### config.mk
export PLATFORM = sky130hd
export DESIGN_NAME = rational_arithmetic_unit
export DESIGN_NICKNAME = d
export VERILOG_FILES = /design/src/hdl/rau_pkg.sv /design/src/hdl/rational_arithmetic_unit.sv /design/src/hdl/rau_ctrl.sv /design/src/hdl/rau_datapath.sv
export SDC_FILE = /design/constraint.sdc
export NUM_CORES = 2
export LEC_CHECK = 0
export ABC_AREA = 1
export BUFFER_PORTS_ARGS = -buffer_cell sky130_fd_sc_hd__buf_2
export CAP_MARGIN = 20
export CELL_PAD_IN_SITES_DETAIL_PLACEMENT = 0
export CELL_PAD_IN_SITES_GLOBAL_PLACEMENT = 1
export CORE_ASPECT_RATIO = 0.5
export CORE_MARGIN = 2
export CORE_UTILIZATION = 54
export DETAILED_ROUTE_END_ITERATION = 7
export PLACE_DENSITY_LB_ADDON = 0.1
export SETUP_SLACK_MARGIN = 0.15
export SKIP_LAST_GASP = 1
export SYNTH_ARGS = -nofsm -noshare
export SYNTH_HDL_FRONTEND = slang
export SYNTH_SLANG_ARGS = --single-unit
### constraint.sdc
create_clock -name clk_i -period 18.8 [get_ports clk_i]
set_input_delay 5.64 -clock clk_i [delete_from_list [all_inputs] [get_ports clk_i]]
set_output_delay 5.64 -clock clk_i [all_outputs]
set_load 0.005 [all_outputs]
### src/hdl/rau_pkg.sv
// Shared constants, codes and control types of the rational arithmetic unit.
`default_nettype none

package rau_pkg;

  localparam int OPERAND_WIDTH = 16;
  localparam int ACT_W         = 3;
  localparam int PROD_W        = 2 * OPERAND_WIDTH;
  localparam int SUM_W         = PROD_W + 1;
  localparam int MAG_W         = PROD_W;
  localparam int SHIFT_W       = $clog2(MAG_W);
  localparam int CNT_W         = $clog2(MAG_W);

  localparam int NUM_OUT_W     = 33;
  localparam int DEN_OUT_W     = 31;
  localparam int ORD_W         = 2;

  localparam int IN_W          = ACT_W + 4 * OPERAND_WIDTH;
  localparam int IN_TDATA_W    = ((IN_W + 7) / 8) * 8;
  localparam int OUT_W         = NUM_OUT_W + DEN_OUT_W + ORD_W + 1;
  localparam int OUT_TDATA_W   = ((OUT_W + 7) / 8) * 8;

  // Bit positions of the result fields in the output tdata.
  localparam int OUT_DEN_LSB   = NUM_OUT_W;
  localparam int OUT_ORD_LSB   = NUM_OUT_W + DEN_OUT_W;
  localparam int OUT_ERR_BIT   = OUT_ORD_LSB + ORD_W;

  localparam logic [ACT_W-1:0] ACT_ADD = 3'd0;
  localparam logic [ACT_W-1:0] ACT_SUB = 3'd1;
  localparam logic [ACT_W-1:0] ACT_MUL = 3'd2;
  localparam logic [ACT_W-1:0] ACT_DIV = 3'd3;
  localparam logic [ACT_W-1:0] ACT_CMP = 3'd4;

  localparam logic [ORD_W-1:0] ORDER_LESS    = 2'd0;
  localparam logic [ORD_W-1:0] ORDER_EQUAL   = 2'd1;
  localparam logic [ORD_W-1:0] ORDER_GREATER = 2'd2;

  typedef enum logic [3:0] {
    ST_IDLE,
    ST_MUL,
    ST_PREP,
    ST_GCD,
    ST_DIVN,
    ST_DSET,
    ST_DIVD,
    ST_FIN,
    ST_DONE
  } state_e;

  // Commands from the controller to the datapath.
  typedef struct packed {
    logic load;
    logic mul;
    logic prep;
    logic gcd_step;
    logic gcd_take;
    logic div_init_num;
    logic div_init_den;
    logic div_step;
    logic num_store;
    logic den_store;
    logic out_load;
  } cmd_t;

  // Status from the datapath to the controller.
  typedef struct packed {
    logic early;
    logic gcd_done;
    logic out_free;
  } sts_t;

endpackage

`default_nettype wire

### src/hdl/rational_arithmetic_unit.sv
// Top level of the rational arithmetic unit: controller plus datapath.
//
//   Channel   Direction  Payload (low bit up)
//   s_axis    in         action, left_num, left_den, right_num, right_den
//   m_axis    out        result_num, result_den, order, error
//
// One request is worked at a time. Compare, error and unused codes go from capture,
// multiply and prepare straight to the output register. Other requests run the same
// setup, the binary gcd (one subtract or shift per cycle over 32-bit magnitudes, then
// a step to take the gcd) and two restoring divisions by the gcd on one shared divider,
// each followed by a store of its quotient, then a load of the output register once it
// is free. Reset is asynchronous and clears the controller and output valid flag.
// A stalled result stays in the output register while the next request is taken.
`default_nettype none

module rational_arithmetic_unit (
  input  wire logic                           clk_i,
  input  wire logic                           rst_ni,
  input  wire logic                           s_tvalid,
  output logic                                s_tready,
  // action[2:0], left_num[18:3], left_den[34:19], right_num[50:35], right_den[66:51]
  input  wire logic [rau_pkg::IN_TDATA_W-1:0] s_tdata,
  output logic                                m_tvalid,
  input  wire logic                           m_tready,
  // result_num[32:0], result_den[63:33], order[65:64], error[66]
  output logic [rau_pkg::OUT_TDATA_W-1:0]     m_tdata
);

  rau_pkg::cmd_t cmd;
  rau_pkg::sts_t sts;

  rau_ctrl u_ctrl (
    .clk_i      (clk_i),
    .rst_ni     (rst_ni),
    .s_tvalid_i (s_tvalid),
    .s_tready_o (s_tready),
    .sts_i      (sts),
    .cmd_o      (cmd)
  );

  rau_datapath u_datapath (
    .clk_i      (clk_i),
    .rst_ni     (rst_ni),
    .s_tdata_i  (s_tdata),
    .m_tvalid_o (m_tvalid),
    .m_tready_i (m_tready),
    .m_tdata_o  (m_tdata),
    .cmd_i      (cmd),
    .sts_o      (sts)
  );

endmodule

`default_nettype wire

### src/hdl/rau_ctrl.sv
// Controller state machine sequencing the rational arithmetic datapath.
`default_nettype none

module rau_ctrl (
  input  wire logic          clk_i,
  input  wire logic          rst_ni,
  input  wire logic          s_tvalid_i,
  output logic               s_tready_o,
  input  wire rau_pkg::sts_t sts_i,
  output rau_pkg::cmd_t      cmd_o
);

  localparam logic [rau_pkg::CNT_W-1:0] CntLast = rau_pkg::CNT_W'(rau_pkg::MAG_W - 1);

  rau_pkg::state_e state_q, state_d;
  logic [rau_pkg::CNT_W-1:0] cnt_q, cnt_d;
  logic cnt_last;

  assign cnt_last = (cnt_q == CntLast);

  // State and divider step counter registers.
  always_ff @(posedge clk_i or negedge rst_ni) begin
    if (!rst_ni) begin
      state_q <= rau_pkg::ST_IDLE;
      cnt_q   <= '0;
    end else begin
      state_q <= state_d;
      cnt_q   <= cnt_d;
    end
  end

  // Next state.
  always_comb begin
    state_d = state_q;
    case (state_q)
      rau_pkg::ST_IDLE: if (s_tvalid_i) state_d = rau_pkg::ST_MUL;
      rau_pkg::ST_MUL:  state_d = rau_pkg::ST_PREP;
      rau_pkg::ST_PREP: state_d = sts_i.early ? rau_pkg::ST_DONE : rau_pkg::ST_GCD;
      rau_pkg::ST_GCD:  if (sts_i.gcd_done) state_d = rau_pkg::ST_DIVN;
      rau_pkg::ST_DIVN: if (cnt_last) state_d = rau_pkg::ST_DSET;
      rau_pkg::ST_DSET: state_d = rau_pkg::ST_DIVD;
      rau_pkg::ST_DIVD: if (cnt_last) state_d = rau_pkg::ST_FIN;
      rau_pkg::ST_FIN:  state_d = rau_pkg::ST_DONE;
      rau_pkg::ST_DONE: if (sts_i.out_free) state_d = rau_pkg::ST_IDLE;
      default:          state_d = rau_pkg::ST_IDLE;
    endcase
  end

  // Command outputs and step counter.
  always_comb begin
    cmd_o      = '0;
    s_tready_o = 1'b0;
    cnt_d      = '0;
    case (state_q)
      rau_pkg::ST_IDLE: begin
        s_tready_o = 1'b1;
        cmd_o.load = s_tvalid_i;
      end
      rau_pkg::ST_MUL:  cmd_o.mul  = 1'b1;
      rau_pkg::ST_PREP: cmd_o.prep = 1'b1;
      rau_pkg::ST_GCD: begin
        if (sts_i.gcd_done) begin
          cmd_o.gcd_take     = 1'b1;
          cmd_o.div_init_num = 1'b1;
        end else begin
          cmd_o.gcd_step = 1'b1;
        end
      end
      rau_pkg::ST_DIVN: begin
        cmd_o.div_step = 1'b1;
        cnt_d          = cnt_q + 1'b1;
      end
      rau_pkg::ST_DSET: begin
        cmd_o.num_store    = 1'b1;
        cmd_o.div_init_den = 1'b1;
      end
      rau_pkg::ST_DIVD: begin
        cmd_o.div_step = 1'b1;
        cnt_d          = cnt_q + 1'b1;
      end
      rau_pkg::ST_FIN:  cmd_o.den_store = 1'b1;
      rau_pkg::ST_DONE: cmd_o.out_load  = sts_i.out_free;
      default: begin
        cmd_o = '0;
      end
    endcase
  end

endmodule

`default_nettype wire

### src/hdl/rau_datapath.sv
// Datapath: operand capture, cross products, binary gcd, divider and result register.
`default_nettype none

module rau_datapath (
  input  wire logic                            clk_i,
  input  wire logic                            rst_ni,
  input  wire logic [rau_pkg::IN_TDATA_W-1:0]  s_tdata_i,
  output logic                                 m_tvalid_o,
  input  wire logic                            m_tready_i,
  output logic [rau_pkg::OUT_TDATA_W-1:0]      m_tdata_o,
  input  wire rau_pkg::cmd_t                   cmd_i,
  output rau_pkg::sts_t                        sts_o
);

  localparam int OW = rau_pkg::OPERAND_WIDTH;
  localparam int MW = rau_pkg::MAG_W;

  // Captured operands.
  logic [rau_pkg::ACT_W-1:0] act_q;
  logic signed [OW-1:0] ln_q, ld_q, rn_q, rd_q;

  // Cross products.
  logic signed [rau_pkg::PROD_W-1:0] p1_q, p2_q, p3_q;
  logic signed [OW-1:0] mul_b;

  // Reduction state.
  logic          neg_q;
  logic [MW-1:0] mag_q, dmag_q, a_q, b_q, g_q;
  logic [rau_pkg::SHIFT_W-1:0] k_q;
  logic [MW:0]   rem_q;
  logic [MW-1:0] quo_q;

  // Result and output registers.
  logic signed [rau_pkg::NUM_OUT_W-1:0] res_num_q;
  logic [rau_pkg::DEN_OUT_W-1:0] res_den_q;
  logic [rau_pkg::ORD_W-1:0]     res_ord_q;
  logic                          res_err_q;
  logic                          out_valid_q;
  logic [rau_pkg::OUT_TDATA_W-1:0] out_data_q;

  // Operand capture.
  always_ff @(posedge clk_i) begin
    if (cmd_i.load) begin
      act_q <= s_tdata_i[rau_pkg::ACT_W-1:0];
      ln_q  <= s_tdata_i[rau_pkg::ACT_W          +: OW];
      ld_q  <= s_tdata_i[rau_pkg::ACT_W + OW     +: OW];
      rn_q  <= s_tdata_i[rau_pkg::ACT_W + 2 * OW +: OW];
      rd_q  <= s_tdata_i[rau_pkg::ACT_W + 3 * OW +: OW];
    end
  end

  // Three parallel signed multiplies, registered.
  assign mul_b = (act_q == rau_pkg::ACT_MUL) ? rn_q : rd_q;

  always_ff @(posedge clk_i) begin
    if (cmd_i.mul) begin
      p1_q <= ln_q * mul_b;
      p2_q <= ld_q * rn_q;
      p3_q <= ld_q * rd_q;
    end
  end

  // Early outcomes: unused code, zero operand denominator, compare, divide by zero.
  logic unused_act, zero_den, is_cmp, div_zero;
  logic cmp_flip, cmp_lt;
  logic [rau_pkg::ORD_W-1:0] cmp_ord;

  assign unused_act = (act_q > rau_pkg::ACT_CMP);
  assign zero_den   = (ld_q == '0) || (rd_q == '0);
  assign is_cmp     = (act_q == rau_pkg::ACT_CMP);
  assign div_zero   = (act_q == rau_pkg::ACT_DIV) && (rn_q == '0);
  assign cmp_flip   = ld_q[OW-1] ^ rd_q[OW-1];
  assign cmp_lt     = (p1_q < p2_q);

  always_comb begin
    if (p1_q == p2_q) begin
      cmp_ord = rau_pkg::ORDER_EQUAL;
    end else if (cmp_lt != cmp_flip) begin
      cmp_ord = rau_pkg::ORDER_LESS;
    end else begin
      cmp_ord = rau_pkg::ORDER_GREATER;
    end
  end

  // Raw numerator and denominator, then sign moved onto the numerator.
  logic signed [rau_pkg::SUM_W-1:0]  p1_x, p2_x, num_raw, num_fix;
  logic signed [rau_pkg::PROD_W-1:0] den_raw;
  logic [MW-1:0] den_mag, num_mag;

  assign p1_x = {p1_q[rau_pkg::PROD_W-1], p1_q};
  assign p2_x = {p2_q[rau_pkg::PROD_W-1], p2_q};

  always_comb begin
    case (act_q)
      rau_pkg::ACT_ADD: num_raw = p1_x + p2_x;
      rau_pkg::ACT_SUB: num_raw = p1_x - p2_x;
      default:          num_raw = p1_x;
    endcase
  end

  assign den_raw = (act_q == rau_pkg::ACT_DIV) ? p2_q : p3_q;
  assign num_fix = den_raw[rau_pkg::PROD_W-1] ? -num_raw : num_raw;
  assign den_mag = MW'(den_raw[rau_pkg::PROD_W-1] ? -den_raw : den_raw);
  assign num_mag = MW'(num_fix[rau_pkg::SUM_W-1] ? -num_fix : num_fix);

  // Binary gcd step; done once either value reaches zero.
  logic gcd_done;
  logic [MW-1:0] g_base;

  assign gcd_done = (a_q == '0) || (b_q == '0);
  assign g_base   = (a_q == '0) ? b_q : a_q;

  // Restoring divider step against the gcd.
  logic [MW:0] rem_sh, rem_diff;

  assign rem_sh   = {rem_q[MW-1:0], quo_q[MW-1]};
  assign rem_diff = rem_sh - {1'b0, g_q};

  // Signed numerator from the quotient.
  logic signed [rau_pkg::SUM_W-1:0] quo_x, num_val;

  assign quo_x   = {1'b0, quo_q};
  assign num_val = neg_q ? -quo_x : quo_x;

  // Setup, gcd and divider registers.
  always_ff @(posedge clk_i) begin
    if (cmd_i.prep) begin
      neg_q  <= num_fix[rau_pkg::SUM_W-1];
      mag_q  <= num_mag;
      dmag_q <= den_mag;
      a_q    <= num_mag;
      b_q    <= den_mag;
      k_q    <= '0;
    end else if (cmd_i.gcd_step) begin
      if (!a_q[0] && !b_q[0]) begin
        a_q <= a_q >> 1;
        b_q <= b_q >> 1;
        k_q <= k_q + 1'b1;
      end else if (!a_q[0]) begin
        a_q <= a_q >> 1;
      end else if (!b_q[0]) begin
        b_q <= b_q >> 1;
      end else if (a_q >= b_q) begin
        a_q <= a_q - b_q;
      end else begin
        b_q <= b_q - a_q;
      end
    end
    if (cmd_i.gcd_take) begin
      g_q <= g_base << k_q;
    end
    if (cmd_i.div_init_num || cmd_i.div_init_den) begin
      rem_q <= '0;
      quo_q <= cmd_i.div_init_den ? dmag_q : mag_q;
    end else if (cmd_i.div_step) begin
      if (!rem_diff[MW]) begin
        rem_q <= rem_diff;
        quo_q <= {quo_q[MW-2:0], 1'b1};
      end else begin
        rem_q <= rem_sh;
        quo_q <= {quo_q[MW-2:0], 1'b0};
      end
    end
  end

  // Result fields: early outcomes at setup, quotients after each division.
  always_ff @(posedge clk_i) begin
    if (cmd_i.prep) begin
      res_num_q <= '0;
      res_den_q <= '0;
      res_ord_q <= is_cmp && !unused_act && !zero_den ? cmp_ord : rau_pkg::ORDER_EQUAL;
      res_err_q <= !unused_act && (zero_den || div_zero);
    end
    if (cmd_i.num_store) begin
      res_num_q <= rau_pkg::NUM_OUT_W'(num_val);
    end
    if (cmd_i.den_store) begin
      res_den_q <= rau_pkg::DEN_OUT_W'(quo_q);
    end
  end

  // Output register with its valid flag.
  always_ff @(posedge clk_i or negedge rst_ni) begin
    if (!rst_ni) begin
      out_valid_q <= 1'b0;
    end else if (cmd_i.out_load) begin
      out_valid_q <= 1'b1;
    end else if (m_tready_i) begin
      out_valid_q <= 1'b0;
    end
  end

  always_ff @(posedge clk_i) begin
    if (cmd_i.out_load) begin
      out_data_q <= rau_pkg::OUT_TDATA_W'({res_err_q, res_ord_q, res_den_q, res_num_q});
    end
  end

  assign m_tvalid_o = out_valid_q;
  assign m_tdata_o  = out_data_q;

  assign sts_o.early    = unused_act || zero_den || is_cmp || div_zero;
  assign sts_o.gcd_done = gcd_done;
  assign sts_o.out_free = !out_valid_q || m_tready_i;

endmodule

`default_nettype wire

==> qor.csv <==
metric,value,unit
DRT antenna net count,0,
"Async S/R FF share, synth",1.862,%
worst slew pin tran,1.309,ns
DIE AREA,124400,um2
Initial Util,54.43,%
critical path class,flop to flop,
Netlist Area Pre-Place,65590,um2
Critical Path Source Type,flop,
number of synthesized flops with an enable pin,490,
Die W,496.9,um
die height,250.4,um
Yosys cell types,67,
Yosys top cell area share,24.14,%
vias in the first global route,52550,
Area growth syn-to-layout,6.000,%
Final Critical Period,8.421,ns
drt first pass iters,6,
1st-iter DRT viols,4623,
Post-CTS Setup Inserts,0,
CTS-repair resized insts,0,
Yosys top cell by area,fa_1,
Tot GR Track Use,31.22,%
Syn Inst Count,8260,
"delay-heaviest family, CP",adder cells,
mean routed wirelength per cell,19.40,um
routed vias,52650,
Max Slew Vio Count,0,
synth top area cells,"fa_1 24%, edfxtp_1 22%, nand2_1 11%",
# rows,90,
largest net degree at the start of global routing,89,
core area,120500,um2
endpoints failing hold,0,
post-route clock period utilization,44.79,%
Clock Latency Late Sink,0.67,ns
Antenna diodes,0,
outcome,completed,
max-cap violations,0,
Residual DRC,0,
dpl hpwl,154300,um
Post-CTS Hold Fix Bufs,0,
final setup violation count,0,
Vias per Instance,5.333,
CTS tree,yes,
TritonCTS buffer count,53,
htree depth,2,
RSZ-0062 raised after global routing,false,
# nets final,9500,
YS warnings,0,
Worst Setup End Kind,flop,
I/O pin total,150,
clock root buffer,clkbuf_16,
initial antenna violation count,4,
share of layout cells above drive strength 1,5.205,%
"setup slack, reg-to-reg",10.38,ns
IO buf count,139,
Crit path arrival time,8.75,ns
top_reg_cell synth,edfxtp_1,
Crit path largest cell delay,0.95,ns
setup TNS,0,ns
Hold Crit Class,flop to flop,
number of synthesized register bits,537,
gp weighted congestion,0.9948,
worst path required time,19.13,ns
Slew headroom,11.84,%
clk buf depth,3,
global route overflow,0,
Routed Wire Length,191500,um
crit path buf inv count,6,
slowest CP cell,edfxtp_1,
Worst Path Max Fanout,18,
CTS sink count,537,
"Reg clk slew, reported paths",0.07,ns
first-pass GRT wire length,301200,um
syn avg cell area,7.940,um2
register area share after synthesis,23.95,%
Final Skew,0.02800,ns
FMAX,0.1188,GHz
-- synth_stat cells (13+ instances only) --
cell type,instances
buf_1,26
a31oi_1,19
edfxtp_1,490
clkinv_1,16
o21ai_0,333
nor4_1,27
xnor2_1,93
nand4_1,61
dfxtp_1,37
o211ai_1,74
buf_2,25
inv_1,1883
ha_1,415
o21bai_1,16
a21boi_0,16
or2_2,46
fa_1,791
clkbuf_1,252
nor3_1,92
o22ai_1,32
xor2_1,160
nor2_1,596
mux2i_1,13
a21oi_1,361
o221ai_1,15
o21a_1,19
nand2_1,1894
nand3_1,294
nor2_2,15
-- metal layers --
metal / wire length (um) / vias up / GRT usage, %
met1: 88290 / 25520 / 45.81
met5: 40 / - / 0
met4: 4387 / 6 / 6.492
met3: 14060 / 233 / 4.845
met2: 84690 / 1608 / 49.19
li1: - / 25280 / -
-- layout by cell type, fill, tap and decap left out, drive strengths merged, types with 13 or more instances in the layout --
master / count
o21a: 20
fa: 791
edfxtp: 490
mux2i: 13
a31oi: 19
nand4: 61
buf: 220
nor3: 97
o21bai: 16
dfxtp: 37
nor2: 619
ha: 415
a21oi: 362
o22ai: 32
a21boi: 16
nand3: 304
clkbuf: 63
xor2: 161
clkinv: 36
or2: 47
xnor2: 93
o221ai: 15
nor4: 27
o211ai: 74
o21ai: 344
inv: 1896
nand2: 1902
-- final timing paths --
path | end | cells after the start | start
min in group asynchronous | u_ctrl.state_q[2] | 1 | rst_ni
max in group asynchronous | u_ctrl.cnt_q[0] | 1 | rst_ni
max reg2reg | u_datapath.p3_q[30] | 28 | u_datapath.rd_q[1]
max | u_datapath.p3_q[30] | 28 | u_datapath.rd_q[1]
min | u_datapath.m_tdata_o[48] | 0 | u_datapath.res_den_q[15]
min reg2reg | u_datapath.m_tdata_o[48] | 0 | u_datapath.res_den_q[15]
-- sequential cells by signal (all words and copies together), names as in the netlist, 16 cells and up --
register / cells
u_datapath.a_q: 32
u_datapath.b_q: 32
u_datapath.dmag_q: 32
u_datapath.g_q: 32
u_datapath.ld_q: 16
u_datapath.ln_q: 16
u_datapath.m_tdata_o: 67
u_datapath.mag_q: 32
u_datapath.p1_q: 32
u_datapath.p2_q: 32
u_datapath.p3_q: 32
u_datapath.quo_q: 32
u_datapath.rd_q: 16
u_datapath.rem_q: 32
u_datapath.res_den_q: 31
u_datapath.res_num_q: 33
u_datapath.rn_q: 16
-- cell type report --
cell class	instances	area [um2]
clock buffers	61	1356
clock inverters	38	431.7
fillers	11520	50970
inverters	1906	7157
multi-input cells	5498	41500
flip-flops and latches	537	15710
well taps	1610	2014
repair buffers	222	1351
-- per-stage QoR --
stage | worst slack (ns) | instances | utilization [%] | instance area [um2] | hold WS, ns
3_3_place_gp | 10.45 | 9769 | 56.16 | 67670 | 0.4030
2_1_floorplan | 9.809 | 8264 | - | 65600 | 0.4003
6_report | 10.38 | 9872 | 57.70 | 69520 | 0.4200
3_5_place_dp | 10.48 | 9769 | 56.16 | 67670 | 0.4052
5_1_grt | 9.869 | 9872 | 57.70 | 69520 | 0.4244
4_1_cts | 10.47 | 9868 | 57.65 | 69460 | 0.4151
-- kinds of logic (layout without fill, tap and decap cells) --
logic type / Yosys count / count (layout) / share of synthesized area, %
xor+xnor: 254 / 254 / 3.403
compound gates: 940 / 940 / 8.058
simple gates: 3080 / 3080 / 19.34
mux: 13 / 13 / 0.1984
buf+inv: 2229 / 2227 / 12.98
flops: 537 / 537 / 23.95
other cells: 1 / 5 / 0.005718
fa+ha+maj: 1206 / 1206 / 32.06
Power is left out: the tool's default activity adds up to more than one toggle a clock period on the data nets, which glitch-free logic cannot reach.
